File: config.mk
export PLATFORM = sky130hd
export DESIGN_NAME = round_robin_ready_wait_scheduler
export DESIGN_NICKNAME = d
export VERILOG_FILES = /design/src/rtl/rrws_pkg.sv /design/src/rtl/round_robin_ready_wait_scheduler.sv /design/src/rtl/rrws_ram.sv
export SDC_FILE = /design/constraint.sdc
export NUM_CORES = 1
export LEC_CHECK = 0
export ABC_AREA = 1
export BUFFER_PORTS_ARGS = -buffer_cell sky130_fd_sc_hd__buf_4
export CAP_MARGIN = 0
export CORE_ASPECT_RATIO = 0.8
export CORE_MARGIN = 2
export CORE_UTILIZATION = 40
export CTS_CLUSTER_DIAMETER = 60
export CTS_CLUSTER_SIZE = 8
export DETAILED_ROUTE_END_ITERATION = 10
export PLACE_DENSITY_LB_ADDON = 0.08
export SLEW_MARGIN = 25
export SYNTH_ARGS = -nofsm -noshare
export SYNTH_HDL_FRONTEND = slang
export SYNTH_HIERARCHICAL = 1
export SYNTH_SLANG_ARGS = --single-unit
File: constraint.sdc
create_clock -name clk_i -period 4.29 [get_ports clk_i]
set_input_delay 0.2145 -clock clk_i [delete_from_list [all_inputs] [get_ports clk_i]]
set_output_delay 0.2145 -clock clk_i [all_outputs]
set_load 0.02 [all_outputs]
File: src/rtl/rrws_pkg.sv
// Package with the shared constants and types of the round-robin ready/wait scheduler.
`default_nettype none

package rrws_pkg;

  // Capacity of the ready list and of the waiting list.
  localparam int unsigned MaxThreads = 16;
  // Bits that address one list entry.
  localparam int unsigned IdxW = $clog2(MaxThreads);
  // Bits of a list count, which can hold MaxThreads itself.
  localparam int unsigned CntW = $clog2(MaxThreads + 1);
  // Bits of the sum of both counts.
  localparam int unsigned SumW = CntW + 1;

  // Fixed field widths of the streams.
  localparam int unsigned TidW   = 4;
  localparam int unsigned BitsW  = 16;
  localparam int unsigned TotW   = 5;
  localparam int unsigned InDataW  = 24;
  localparam int unsigned OutDataW = 16;

  typedef enum logic [2:0] {
    CmdStart  = 3'd0,
    CmdYield  = 3'd1,
    CmdWait   = 3'd2,
    CmdExit   = 3'd3,
    CmdCreate = 3'd4,
    CmdPoll   = 3'd5
  } rrws_cmd_e;

  typedef enum logic [2:0] {
    S_IDLE,
    S_PROM,
    S_CMD,
    S_RDCUR,
    S_REMOVE,
    S_MOVE,
    S_OUTRD,
    S_OUT
  } rrws_state_e;

endpackage

`default_nettype wire

File: src/rtl/round_robin_ready_wait_scheduler.sv
// Top level of the round-robin ready/wait thread scheduler.
`default_nettype none

// The scheduler keeps a ready list and a waiting list of thread ids in two
// small RAMs, plus a current slot into the ready list. Each input transfer is
// one scheduling event: first every waiting thread whose data_ready bit is set
// moves to the ready tail in order and the waiting list is compacted, then the
// command (start, yield, wait for read, exit, create, poll) is applied, and one
// result transfer reports the thread to run together with both list sizes.
// The block handles one event at a time. An event runs from its input transfer
// through the waiting scan, the command step and the output read until its
// result is registered: the waiting scan reads one entry per cycle through the
// single read port of the waiting RAM, and a wait or exit adds read-modify-write
// steps on the ready RAM. A result that is still held in a full output register
// delays the load of the next result until the older one is taken. The next
// input is accepted as soon as the result is registered, even while that result
// still waits to be taken downstream. The list RAMs need no initialization after
// reset; only the counts, the slot, the scan registers, the state and the output
// valid flag are reset.

module round_robin_ready_wait_scheduler (
  input  wire logic        clk_i,
  input  wire logic        rst_ni,

  input  wire logic        s_axis_tvalid,
  output logic             s_axis_tready,
  // Fields from bit 0 up: thread_id[3:0], data_ready[19:4], zero pad [23:20].
  input  wire logic [23:0] s_axis_tdata,
  // Fields from bit 0 up: cmd[2:0].
  input  wire logic [2:0]  s_axis_tuser,

  output logic             m_axis_tvalid,
  input  wire logic        m_axis_tready,
  // Fields from bit 0 up: run_valid[0], run_thread[4:1], ready_total[9:5],
  // waiting_total[14:10], all_finished[15].
  output logic      [15:0] m_axis_tdata
);

  localparam int unsigned IdxW = rrws_pkg::IdxW;
  localparam int unsigned CntW = rrws_pkg::CntW;
  localparam int unsigned SumW = rrws_pkg::SumW;
  localparam int unsigned TidW = rrws_pkg::TidW;
  localparam int unsigned TotW = rrws_pkg::TotW;

  // Sequencer and bookkeeping registers.
  rrws_pkg::rrws_state_e state_q, state_d;
  logic [CntW-1:0] ready_cnt_q, ready_cnt_d;
  logic [CntW-1:0] wait_cnt_q, wait_cnt_d;
  logic [IdxW-1:0] slot_q, slot_d;
  logic [CntW-1:0] idx_q, idx_d;
  logic [CntW-1:0] kept_q, kept_d;
  logic            pend_q, pend_d;

  // The event being worked on.
  rrws_pkg::rrws_cmd_e     cmd_q;
  logic [TidW-1:0]         tid_q;
  logic [rrws_pkg::BitsW-1:0] bits_q;

  // Result register.
  logic                           out_valid_q, out_valid_d;
  logic [rrws_pkg::OutDataW-1:0]  out_data_q, out_data_d;
  logic                           out_load;

  // Ready list RAM ports.
  logic            rl_we, rl_re;
  logic [IdxW-1:0] rl_waddr, rl_raddr;
  logic [TidW-1:0] rl_wdata, rl_rdata;

  // Waiting list RAM ports.
  logic            wl_we, wl_re;
  logic [IdxW-1:0] wl_waddr, wl_raddr;
  logic [TidW-1:0] wl_wdata, wl_rdata;

  logic            in_xfer;
  logic [IdxW-1:0] slot_c;
  logic [CntW-1:0] last_c;
  logic [SumW-1:0] total_c;
  logic            run_valid_c;

  assign s_axis_tready = (state_q == rrws_pkg::S_IDLE);
  assign in_xfer       = s_axis_tvalid && s_axis_tready;

  // Slot after the out-of-range fix-up, the index of the last ready entry and
  // the number of threads in both lists.
  assign slot_c  = (CntW'(slot_q) >= ready_cnt_q) ? '0 : slot_q;
  assign last_c  = ready_cnt_q - 1'b1;
  assign total_c = SumW'(ready_cnt_q) + SumW'(wait_cnt_q);
  assign run_valid_c = (ready_cnt_q != '0);

  rrws_ram #(
    .Depth(rrws_pkg::MaxThreads),
    .Width(TidW)
  ) u_ready_ram (
    .clk_i  (clk_i),
    .we_i   (rl_we),
    .waddr_i(rl_waddr),
    .wdata_i(rl_wdata),
    .re_i   (rl_re),
    .raddr_i(rl_raddr),
    .rdata_o(rl_rdata)
  );

  rrws_ram #(
    .Depth(rrws_pkg::MaxThreads),
    .Width(TidW)
  ) u_wait_ram (
    .clk_i  (clk_i),
    .we_i   (wl_we),
    .waddr_i(wl_waddr),
    .wdata_i(wl_wdata),
    .re_i   (wl_re),
    .raddr_i(wl_raddr),
    .rdata_o(wl_rdata)
  );

  always_ff @(posedge clk_i or negedge rst_ni) begin
    if (!rst_ni) begin
      state_q     <= rrws_pkg::S_IDLE;
      ready_cnt_q <= '0;
      wait_cnt_q  <= '0;
      slot_q      <= '0;
      idx_q       <= '0;
      kept_q      <= '0;
      pend_q      <= 1'b0;
      out_valid_q <= 1'b0;
    end else begin
      state_q     <= state_d;
      ready_cnt_q <= ready_cnt_d;
      wait_cnt_q  <= wait_cnt_d;
      slot_q      <= slot_d;
      idx_q       <= idx_d;
      kept_q      <= kept_d;
      pend_q      <= pend_d;
      out_valid_q <= out_valid_d;
    end
  end

  // Event fields and result payload need no reset.
  always_ff @(posedge clk_i) begin
    if (in_xfer) begin
      cmd_q  <= rrws_pkg::rrws_cmd_e'(s_axis_tuser);
      tid_q  <= s_axis_tdata[3:0];
      bits_q <= s_axis_tdata[19:4];
    end
    if (out_load) begin
      out_data_q <= out_data_d;
    end
  end

  always_comb begin
    state_d     = state_q;
    ready_cnt_d = ready_cnt_q;
    wait_cnt_d  = wait_cnt_q;
    slot_d      = slot_q;
    idx_d       = idx_q;
    kept_d      = kept_q;
    pend_d      = pend_q;
    out_load    = 1'b0;
    rl_we       = 1'b0;
    rl_waddr    = ready_cnt_q[IdxW-1:0];
    rl_wdata    = wl_rdata;
    rl_re       = 1'b0;
    rl_raddr    = slot_q;
    wl_we       = 1'b0;
    wl_waddr    = kept_q[IdxW-1:0];
    wl_wdata    = wl_rdata;
    wl_re       = 1'b0;
    wl_raddr    = idx_q[IdxW-1:0];
    out_data_d  = {(total_c == '0), TotW'(wait_cnt_q), TotW'(ready_cnt_q),
                   (run_valid_c ? rl_rdata : {TidW{1'b0}}), run_valid_c};

    unique case (state_q)
      rrws_pkg::S_IDLE: begin
        if (in_xfer) begin
          idx_d   = '0;
          kept_d  = '0;
          pend_d  = 1'b0;
          state_d = rrws_pkg::S_PROM;
        end
      end

      // Waiting scan: the read of entry idx overlaps the handling of the entry
      // read just before it. Kept entries are written back at or below the
      // entry just handled, so a write never hits an entry still to be read.
      rrws_pkg::S_PROM: begin
        if (pend_q) begin
          if (bits_q[wl_rdata] && (ready_cnt_q < CntW'(rrws_pkg::MaxThreads))) begin
            rl_we       = 1'b1;
            rl_waddr    = ready_cnt_q[IdxW-1:0];
            rl_wdata    = wl_rdata;
            ready_cnt_d = ready_cnt_q + 1'b1;
          end else begin
            wl_we    = 1'b1;
            wl_waddr = kept_q[IdxW-1:0];
            wl_wdata = wl_rdata;
            kept_d   = kept_q + 1'b1;
          end
        end
        if (idx_q < wait_cnt_q) begin
          wl_re    = 1'b1;
          wl_raddr = idx_q[IdxW-1:0];
          idx_d    = idx_q + 1'b1;
          pend_d   = 1'b1;
        end else begin
          pend_d     = 1'b0;
          wait_cnt_d = kept_d;
          state_d    = rrws_pkg::S_CMD;
        end
      end

      rrws_pkg::S_CMD: begin
        slot_d  = slot_c;
        state_d = rrws_pkg::S_OUTRD;
        case (cmd_q)
          rrws_pkg::CmdStart: begin
            slot_d = '0;
          end
          rrws_pkg::CmdYield: begin
            if ((CntW'(slot_c) + 1'b1) >= ready_cnt_q) begin
              slot_d = '0;
            end else begin
              slot_d = slot_c + 1'b1;
            end
          end
          rrws_pkg::CmdWait: begin
            if (run_valid_c) begin
              rl_re    = 1'b1;
              rl_raddr = slot_c;
              state_d  = rrws_pkg::S_RDCUR;
            end
          end
          rrws_pkg::CmdExit: begin
            if (run_valid_c) begin
              state_d = rrws_pkg::S_REMOVE;
            end
          end
          rrws_pkg::CmdCreate: begin
            if ((total_c < SumW'(rrws_pkg::MaxThreads))
                && (ready_cnt_q < CntW'(rrws_pkg::MaxThreads))) begin
              rl_we       = 1'b1;
              rl_waddr    = ready_cnt_q[IdxW-1:0];
              rl_wdata    = tid_q;
              ready_cnt_d = ready_cnt_q + 1'b1;
            end
          end
          default: begin
            // Poll and the unused codes only run the waiting scan and the slot fix-up.
          end
        endcase
      end

      // The current thread has been read: it goes to the waiting tail.
      rrws_pkg::S_RDCUR: begin
        if (wait_cnt_q < CntW'(rrws_pkg::MaxThreads)) begin
          wl_we      = 1'b1;
          wl_waddr   = wait_cnt_q[IdxW-1:0];
          wl_wdata   = rl_rdata;
          wait_cnt_d = wait_cnt_q + 1'b1;
        end
        state_d = rrws_pkg::S_REMOVE;
      end

      // Removal moves the last ready entry into the current slot, unless the
      // current slot is the last one, in which case the slot goes back to 0.
      rrws_pkg::S_REMOVE: begin
        if (CntW'(slot_q) != last_c) begin
          rl_re    = 1'b1;
          rl_raddr = last_c[IdxW-1:0];
          state_d  = rrws_pkg::S_MOVE;
        end else begin
          slot_d      = '0;
          ready_cnt_d = last_c;
          state_d     = rrws_pkg::S_OUTRD;
        end
      end

      rrws_pkg::S_MOVE: begin
        rl_we       = 1'b1;
        rl_waddr    = slot_q;
        rl_wdata    = rl_rdata;
        ready_cnt_d = last_c;
        state_d     = rrws_pkg::S_OUTRD;
      end

      // All writes of this event have landed, so the read sees final data.
      rrws_pkg::S_OUTRD: begin
        rl_re    = run_valid_c;
        rl_raddr = slot_q;
        state_d  = rrws_pkg::S_OUT;
      end

      rrws_pkg::S_OUT: begin
        if (!out_valid_q || m_axis_tready) begin
          out_load = 1'b1;
          state_d  = rrws_pkg::S_IDLE;
        end
      end

      default: begin
        state_d = rrws_pkg::S_IDLE;
      end
    endcase
  end

  always_comb begin
    out_valid_d = out_valid_q;
    if (m_axis_tvalid && m_axis_tready) begin
      out_valid_d = 1'b0;
    end
    if (out_load) begin
      out_valid_d = 1'b1;
    end
  end

  assign m_axis_tvalid = out_valid_q;
  assign m_axis_tdata  = out_data_q;

`ifndef ASSERT_OFF
  // Between events both lists together never hold more than the capacity.
  assert property (@(posedge clk_i) disable iff (!rst_ni)
    (state_q == rrws_pkg::S_IDLE) |-> (total_c <= SumW'(rrws_pkg::MaxThreads)))
    else $error("ready and waiting lists exceed capacity");

  // Between events the slot points into the ready list or is zero.
  assert property (@(posedge clk_i) disable iff (!rst_ni)
    (state_q == rrws_pkg::S_IDLE) |-> ((CntW'(slot_q) < ready_cnt_q) || (slot_q == '0)))
    else $error("current slot outside the ready list");

  // The scan never runs past the waiting count, and compaction never outruns it.
  assert property (@(posedge clk_i) disable iff (!rst_ni)
    (state_q == rrws_pkg::S_PROM) |-> ((idx_q <= wait_cnt_q) && (kept_q <= idx_q)))
    else $error("waiting scan index out of range");

  // A result is loaded only into a free or draining output register.
  assert property (@(posedge clk_i) disable iff (!rst_ni)
    out_load |-> (!out_valid_q || m_axis_tready))
    else $error("result register overwritten");
`endif

endmodule

`default_nettype wire

File: src/rtl/rrws_ram.sv
// Simple dual-port RAM with one write port and one registered read port.
`default_nettype none

module rrws_ram #(
  parameter int unsigned Depth = 16,
  parameter int unsigned Width = 4,
  localparam int unsigned AddrW = $clog2(Depth)
) (
  input  wire logic             clk_i,
  input  wire logic             we_i,
  input  wire logic [AddrW-1:0] waddr_i,
  input  wire logic [Width-1:0] wdata_i,
  input  wire logic             re_i,
  input  wire logic [AddrW-1:0] raddr_i,
  output logic      [Width-1:0] rdata_o
);

  logic [Width-1:0] mem_q [Depth];
  logic [Width-1:0] rdata_q;

  always_ff @(posedge clk_i) begin
    if (we_i) begin
      mem_q[waddr_i] <= wdata_i;
    end
  end

  // Read data holds until the next read is issued.
  always_ff @(posedge clk_i) begin
    if (re_i) begin
      rdata_q <= mem_q[raddr_i];
    end
  end

  assign rdata_o = rdata_q;

endmodule

`default_nettype wire
After elaboration in Yosys (flattened, before gate mapping)
Memory sizes are Yosys's and may differ from the RTL's. A register that Yosys moved wholly into a read port is not among the register bits. Index checks and enable logic that the tools add are counted.

Multiplexer cells: 67. Reductions and logical operators: 21. Add/subtract/negate cells: 8. Eq/ne operators: 22. Order comparisons: 7.

Operators with widths (number): two-way mux 5 bit (11); two-way mux 4 bit (13); one-hot mux 4 bit (2 select lines) (4); one-hot mux 5 bit (2 select lines) (3); one-hot mux 3 bit (8 select lines) (1); two-way mux 1 bit (22); adder 5 x 1 -> 5 bit, second input constant (4); one-hot mux 5 bit (4 select lines) (1); != test 2 bit, second input constant (9); equality test 3 bit, second input constant (5); equality test 3 x 2 -> 1 bit, second input constant (4); two-way mux 3 bit (4); < comparator 5 bit, second input constant (2); AND reduction 3 bit (3); nonzero test 2 bit (4); adder 5 x 5 -> 6 bit (1); equality test 3 x 1 -> 1 bit, second input constant (2); logical NOT 3 bit (2); logical NOT 6 bit (1); < comparator 6 x 5 -> 1 bit, second input constant (1); one-hot mux 1 bit (3 select lines) (2); one-hot mux 3 bit (2 select lines) (1); AND reduction 6 bit (1); adder 4 x 1 -> 5 bit, second input constant (1); other kinds (17) (23).

Bits in registers: 68. Output and inout bits: 18. Memory bits (writable): 128. Logic and storage cells: 140. Memories kept: 2. Bits of input ports: 31.

Memory list: u_ready_ram.mem_q (words 16, bits a word 4, read ports 1, clocked after Yosys merged registers in 1, write ports 1, line rrws_ram.sv:18) `logic [Width-1:0] mem_q [Depth];`; u_wait_ram.mem_q (words 16, bits a word 4, read ports 1, clocked after Yosys merged registers in 1, write ports 1, line rrws_ram.sv:18).

Logic depth before layout (Yosys ltp)
Depth in word-level cells: 8. Depth in mapped cells: 20. Mapped depth without buffers: 20.

By module
The synthesis kept the hierarchy.

By module, submodules not included: rrws_ram (area an instance 3006.6 µm², cells an instance 290, times used 2, seq. area each 2042.0 µm²); round_robin_ready_wait_scheduler (area an instance 4239.1 µm², cells an instance 507, times used 1, seq. area each 1896.8 µm²).

Least setup slack after synthesis
OpenSTA, ideal clock, no wires.

Kind: flip-flop to flip-flop. Start: register ready_cnt_q[2]. End: register slot_q[2]. Data required time: 4.207 ns. Setup time: 0.083 ns. Setup slack: 1.378 ns. Clock period less this slack: 2.912 ns. Data arrival time: 2.829 ns. Cell stages (with the launch flop): 20. Path through: dfrtp_1 buf_6 inv_2 ha_1 a21o_1 a22oi_1 nand2_1 nor2_1 ha_1 nand2_1 nand2_1 inv_1 ha_1 a21oi_1 o2111ai_1 nor2_1 inv_1 o21ai_0 nand2_1 o21ai_0.

Word-level cells in the longest chain between the ends: 7. Elaborated cells on any way between the ends: 12.

RTL lines: start: declaration (line round_robin_ready_wait_scheduler.sv:47) `logic [CntW-1:0] ready_cnt_q, ready_cnt_d;`; start signal: assignment (line round_robin_ready_wait_scheduler.sv:128) `ready_cnt_q <= ready_cnt_d;`; greater-or-equal comparator 4 x 5 -> 1 bit (line round_robin_ready_wait_scheduler.sv:85) `assign slot_c = (CntW'(slot_q) >= ready_cnt_q) ? '0 : slot_q;`; two-way mux 4 bit (line round_robin_ready_wait_scheduler.sv:85); adder 4 x 1 -> 5 bit (line round_robin_ready_wait_scheduler.sv:219) `if ((CntW'(slot_c) + 1'b1) >= ready_cnt_q) begin`; greater-or-equal comparator 5 bit (line round_robin_ready_wait_scheduler.sv:219); two-way mux 4 bit (line round_robin_ready_wait_scheduler.sv:219); one-hot mux 4 bit (2 select lines) (line round_robin_ready_wait_scheduler.sv:214) `case (cmd_q)`; one-hot mux 4 bit (2 select lines) (line round_robin_ready_wait_scheduler.sv:172) `unique case (state_q)`; end signal: assignment (line round_robin_ready_wait_scheduler.sv:130) `slot_q <= slot_d;`; end: declaration (line round_robin_ready_wait_scheduler.sv:49) `logic [IdxW-1:0] slot_q, slot_d;`.

Parallel ways exist; a longest one is shown, timed or not. A chain may end at the register's enable or synchronous reset.

Final worst setup path
Start: register ready_cnt_q[0]. End: memory u_ready_ram.mem_q[13][2], enable pin.

Word-level cells in the longest chain between the ends: 8. Elaborated cells on any way between the ends: 13.

RTL lines: adder 5 x 5 -> 6 bit (line round_robin_ready_wait_scheduler.sv:87) `assign total_c = SumW'(ready_cnt_q) + SumW'(wait_cnt_q);`; < comparator 6 x 5 -> 1 bit (line round_robin_ready_wait_scheduler.sv:238) `if ((total_c < SumW'(rrws_pkg::MaxThreads))`; logical AND 1 bit (line round_robin_ready_wait_scheduler.sv:239) `&& (ready_cnt_q < CntW'(rrws_pkg::MaxThreads))) begin`; two-way mux 1 bit (line round_robin_ready_wait_scheduler.sv:238); two-way mux 1 bit (line round_robin_ready_wait_scheduler.sv:214); one-hot mux 1 bit (3 select lines) (*) (line round_robin_ready_wait_scheduler.sv:172); named net rl_we (line round_robin_ready_wait_scheduler.sv:65) `logic rl_we, rl_re;`; two-way mux 1 bit (*) (line rrws_ram.sv:22) `if (we_i) begin`; two-way mux 1 bit (not written as such) (*) (line rrws_ram.sv:23) `mem_q[waddr_i] <= wdata_i;`; end: declaration (line rrws_ram.sv:18).

The timed path passes the listed nets; every way through them passes the cells marked *.

==> impl_results.md <==
* Status: finished, final reports clean
* CP Depth at 12
* DRC violation count after routing at 0
* Register bit count reported by yosys at between 200 and 250
* Slowest cell on crit path: dfrtp_1
* Hold Crit Class: input port to async pin
* Pre-CTS setup slack at between 0.7 and 0.8 ns
* CTS tree: yes
* Final period util at 0.8423
* Detailed Place HPWL at roughly 18000 µm
* Worst Setup End Kind: register
* Total wire length at between 20000 and 30000 µm
* Initial Util at 0.4061
* Worst r2r path cells at 12
* Fraction of power spent switching nets at 0.4199
* RSZ-0062 raised after global routing: false
* Avg Cell Area, Syn at between 9 and 10 µm²
* Post-synth EDFFs at between 150 and 200
* Post-synthesis sequential area ratio at 0.5834
* CTS Hold Bufs at 26
* Area delta synth->final at 16.55%
* H-Tree Depth at 1
* Post-DR vias/cell at 4.964
* Fillers at around 2.4k
* Core Util, Final at 0.4733
* Slew Limit Fails at 0
* Total GRT Usage at 0.1976
* Post-detailed-route count of antenna-violating nets at 0
* Max IR drop VDD at about 0.32 mV
* DRT Pass-1 Iters at 5
* Crit. Startpoint: ready_cnt_q[0]$_DFFE_PN0P_
* Core area at ~25000 µm²
* Initial antenna violation count at 1
* Number of DRC markers in iteration 0 at a little over 600
* Startpoint types: register
* CTS Buf Count at 29
* Post-Syn Instances at 1087
* PwrDens at between 700 and 800 nW/µm²
* Mapped Area at approximately 10000 µm²
* Crit path buf inv count at 1
* Critical path type: register to register
* Seq pwr share at 0.351
* Grt ovf at 0
* Leakage at between 0.005 and 0.006 µW
* Clock latency on the worst-skew pair at around 0.54 ns
* CP Max Fanout at 9
* Logic pwr share at 0.417
* Fin Hold WS at around 0.14 ns
* Global placement routability congestion at a little over 0.8
* Synth Flop Type: edfxtp_1
* Vias at around 7.5k
* Wire length per cell at about 17 µm
* I/O pin count at a little under 50
* Sink Count at just over 200
* CTS clk-pin slew, worst paths at ~0.050 ns
* Syn_nets at 1144
* CP dominant cell by count: nand2_1
* CP endpoint: u_ready_ram/mem_q[13][2]$_DFFE_PP_
* NumNets Final at 1233
* Number of global-route vias before repair at roughly 7k
* Max Clock Freq at roughly 280 MHz
* Die Ht at 147.2 µm
* Clock Path Buffers at 3
* Most common cell after layout, fill and taps aside: nand2_1
* Post_cts resized at 0
* Post-CTS setup buffers at 0
* Arr. time, crit path at between 3 and 4 ns
* Number of max-cap violations at 0
* Worst-margin pin slew at between 0.8 and 0.9 ns
* Slew margin rel. at 0.4517
* Final Setup Violations at 0
* Reg-to-reg startpoint: ready_cnt_q[0]$_DFFE_PN0P_
* Diodes inserted at 0
* FF-to-FF setup slack at 0.68 ns
* Clock root cell: clkbuf_16
* Fin crit period at between 3 and 4 ns
* Delay-heaviest family, CP: simple AND/OR/NAND/NOR gates
* Clk pwr share at 0.232
* Final Hold Fails at 0
* Die X-Extent at between 150 and 200 µm
* Cell Int Power at between 5000 and 6000 µW
* Reg-to-Reg End: u_ready_ram/mem_q[13][2]$_DFFE_PP_
* CP cell instances: ha_1 -> inv_1 -> fa_1 -> o21ai_0 -> nand2_1 -> nand2_1 -> nand2_1 -> nor2_1 -> nand2_1 -> o221ai_1 -> nand3_1 -> nor2_1
* Critical path required time at ~4.5 ns
* Buffers added on ports at 44
* P_sw at between 3000 and 4000 µW
* Most frequent cells in the layout: nand2_1, inv_1, edfxtp_1
* Worst Skew at around 0.012 ns
* Yosys warnings at 6
* Setup_tns at 0 ns
* Final worst slack at about 0.68 ns
* Number of cell rows at 52
* Total die area at ~27000 µm²
* CP peak stage delay at 0.59 ns
* Maximum number of pins on one net before global-route repair at 34
* First-pass GRT wire length at between 40000 and 50000 µm
* Synth cell types at 44
* Layout cell share with drive strength beyond 1 at 0.1088
* FFs w/ async S/R, synth at 0.1422
-- worst min-delay path by stage --
stage	to	from	cells past startpoint	slack, ns
after floorplan	idx_q[0]$_DFFE_PN0P_	rst_ni	0	-0.08
after global placement	slot_q[0]$_DFFE_PN0P_	rst_ni	1	0.20
after detailed placement	slot_q[1]$_DFFE_PN0P_	rst_ni	1	0.19
after CTS	slot_q[1]$_DFFE_PN0P_	rst_ni	2	0.16
after global routing	ready_cnt_q[0]$_DFFE_PN0P_	rst_ni	2	0.18
final	ready_cnt_q[4]$_DFFE_PN0P_	rst_ni	2	0.14
-- cells by family after synthesis --
kind of cell             Yosys count  synth area share
AO/OA/AOI/OAI                     75           0.04174
XOR/XNOR                          12           0.01172
adder cells (fa/ha/maj)           26           0.03246
buffers and inverters            216           0.09263
flip-flops                       204            0.5834
AND/OR/NAND/NOR                  554            0.2381
-- cell type report --
type	instances	area (µm²)	area share
Clock inverter	1	8.758	0.0007330
Multi-Input combinational cell	667	3331	0.2787
Timing Repair Buffer	84	708.2	0.05927
Clock buffer	40	787.0	0.06586
Inverter	190	728.2	0.06094
Tap cell	324	405.4	0.03393
Sequential cell	204	5981	0.5005
-- worst register-to-register path: cells and delay by family, from the launching register on --
kind                       cells  cell delay (ns)
buffers and inverters          1             0.06
AOI/OAI and AO/OA              2             0.67
adders and majority gates      2             0.64
DFF                            1             0.59
and+or+nand+nor                7             1.30
-- cell usage after synthesis, types with 2 or more instances --
cell      number  share of area
nand2_4        3         0.0033
or2_2          2         0.0012
dfrtp_1       29          0.071
xor2_1         7         0.0060
nor3_1         5         0.0024
o22ai_1        7         0.0043
xor2_2         2         0.0032
buf_6         11          0.012
inv_1        175          0.064
inv_6          2         0.0017
nor2_1        73          0.027
nor2_2         4         0.0024
nand3b_1       5         0.0037
nand2_1      298           0.11
buf_4          9         0.0066
nor2_4         3         0.0033
nor2_8         2         0.0039
o21ai_0       34          0.017
inv_2         11         0.0040
ha_1          25          0.031
nand3_1      143          0.070
buf_2          6         0.0029
xnor2_1        3         0.0026
inv_4          2         0.0012
o211ai_1       5         0.0037
nand2_2        2         0.0012
o21ai_1        3         0.0015
edfxtp_1     175           0.51
a21oi_1       19         0.0093
nand4_1        8         0.0049
-- state kept, by name, summed over array words and instances (netlist names), 4 cells and up --
signal / cells
u_ready_ram/mem_q: 64
u_wait_ram/mem_q: 64
bits_q: 16
m_axis_tdata: 16
idx_q: 5
kept_q: 5
ready_cnt_q: 5
wait_cnt_q: 5
slot_q: 4
tid_q: 4
u_ready_ram/rdata_o: 4
u_wait_ram/rdata_o: 4
-- layer usage --
layer,up-vias,part of all wire,global-route usage
li1,3730,-,-
met1,3510,0.51,0.3170
met2,227,0.41,0.2820
met3,28,0.062,0.02925
met4,0,0.015,0.03960
met5,-,0,0
-- per-stage QoR --
step	instances	total power, µW	cell area, µm²
6_report	1510	8841	11950
5_1_grt	1510	9482	11950
4_1_cts	1510	8920	11950
3_5_place_dp	1443	6808	10890
3_3_place_gp	1443	6799	10890
2_1_floorplan	1087	5644	10250
-- power groups by stage --
stage               clock network (µW)  registers, µW  logic, µW
detailed placement                   0           3130       3670
CTS                               2110           3100       3710
finish                            2050           3100       3690
floorplan                            0           3020       2620
global placement                     0           3140       3660
global route                      2180           3150       4150
Note: power is estimated with default switching activity, not from simulation.
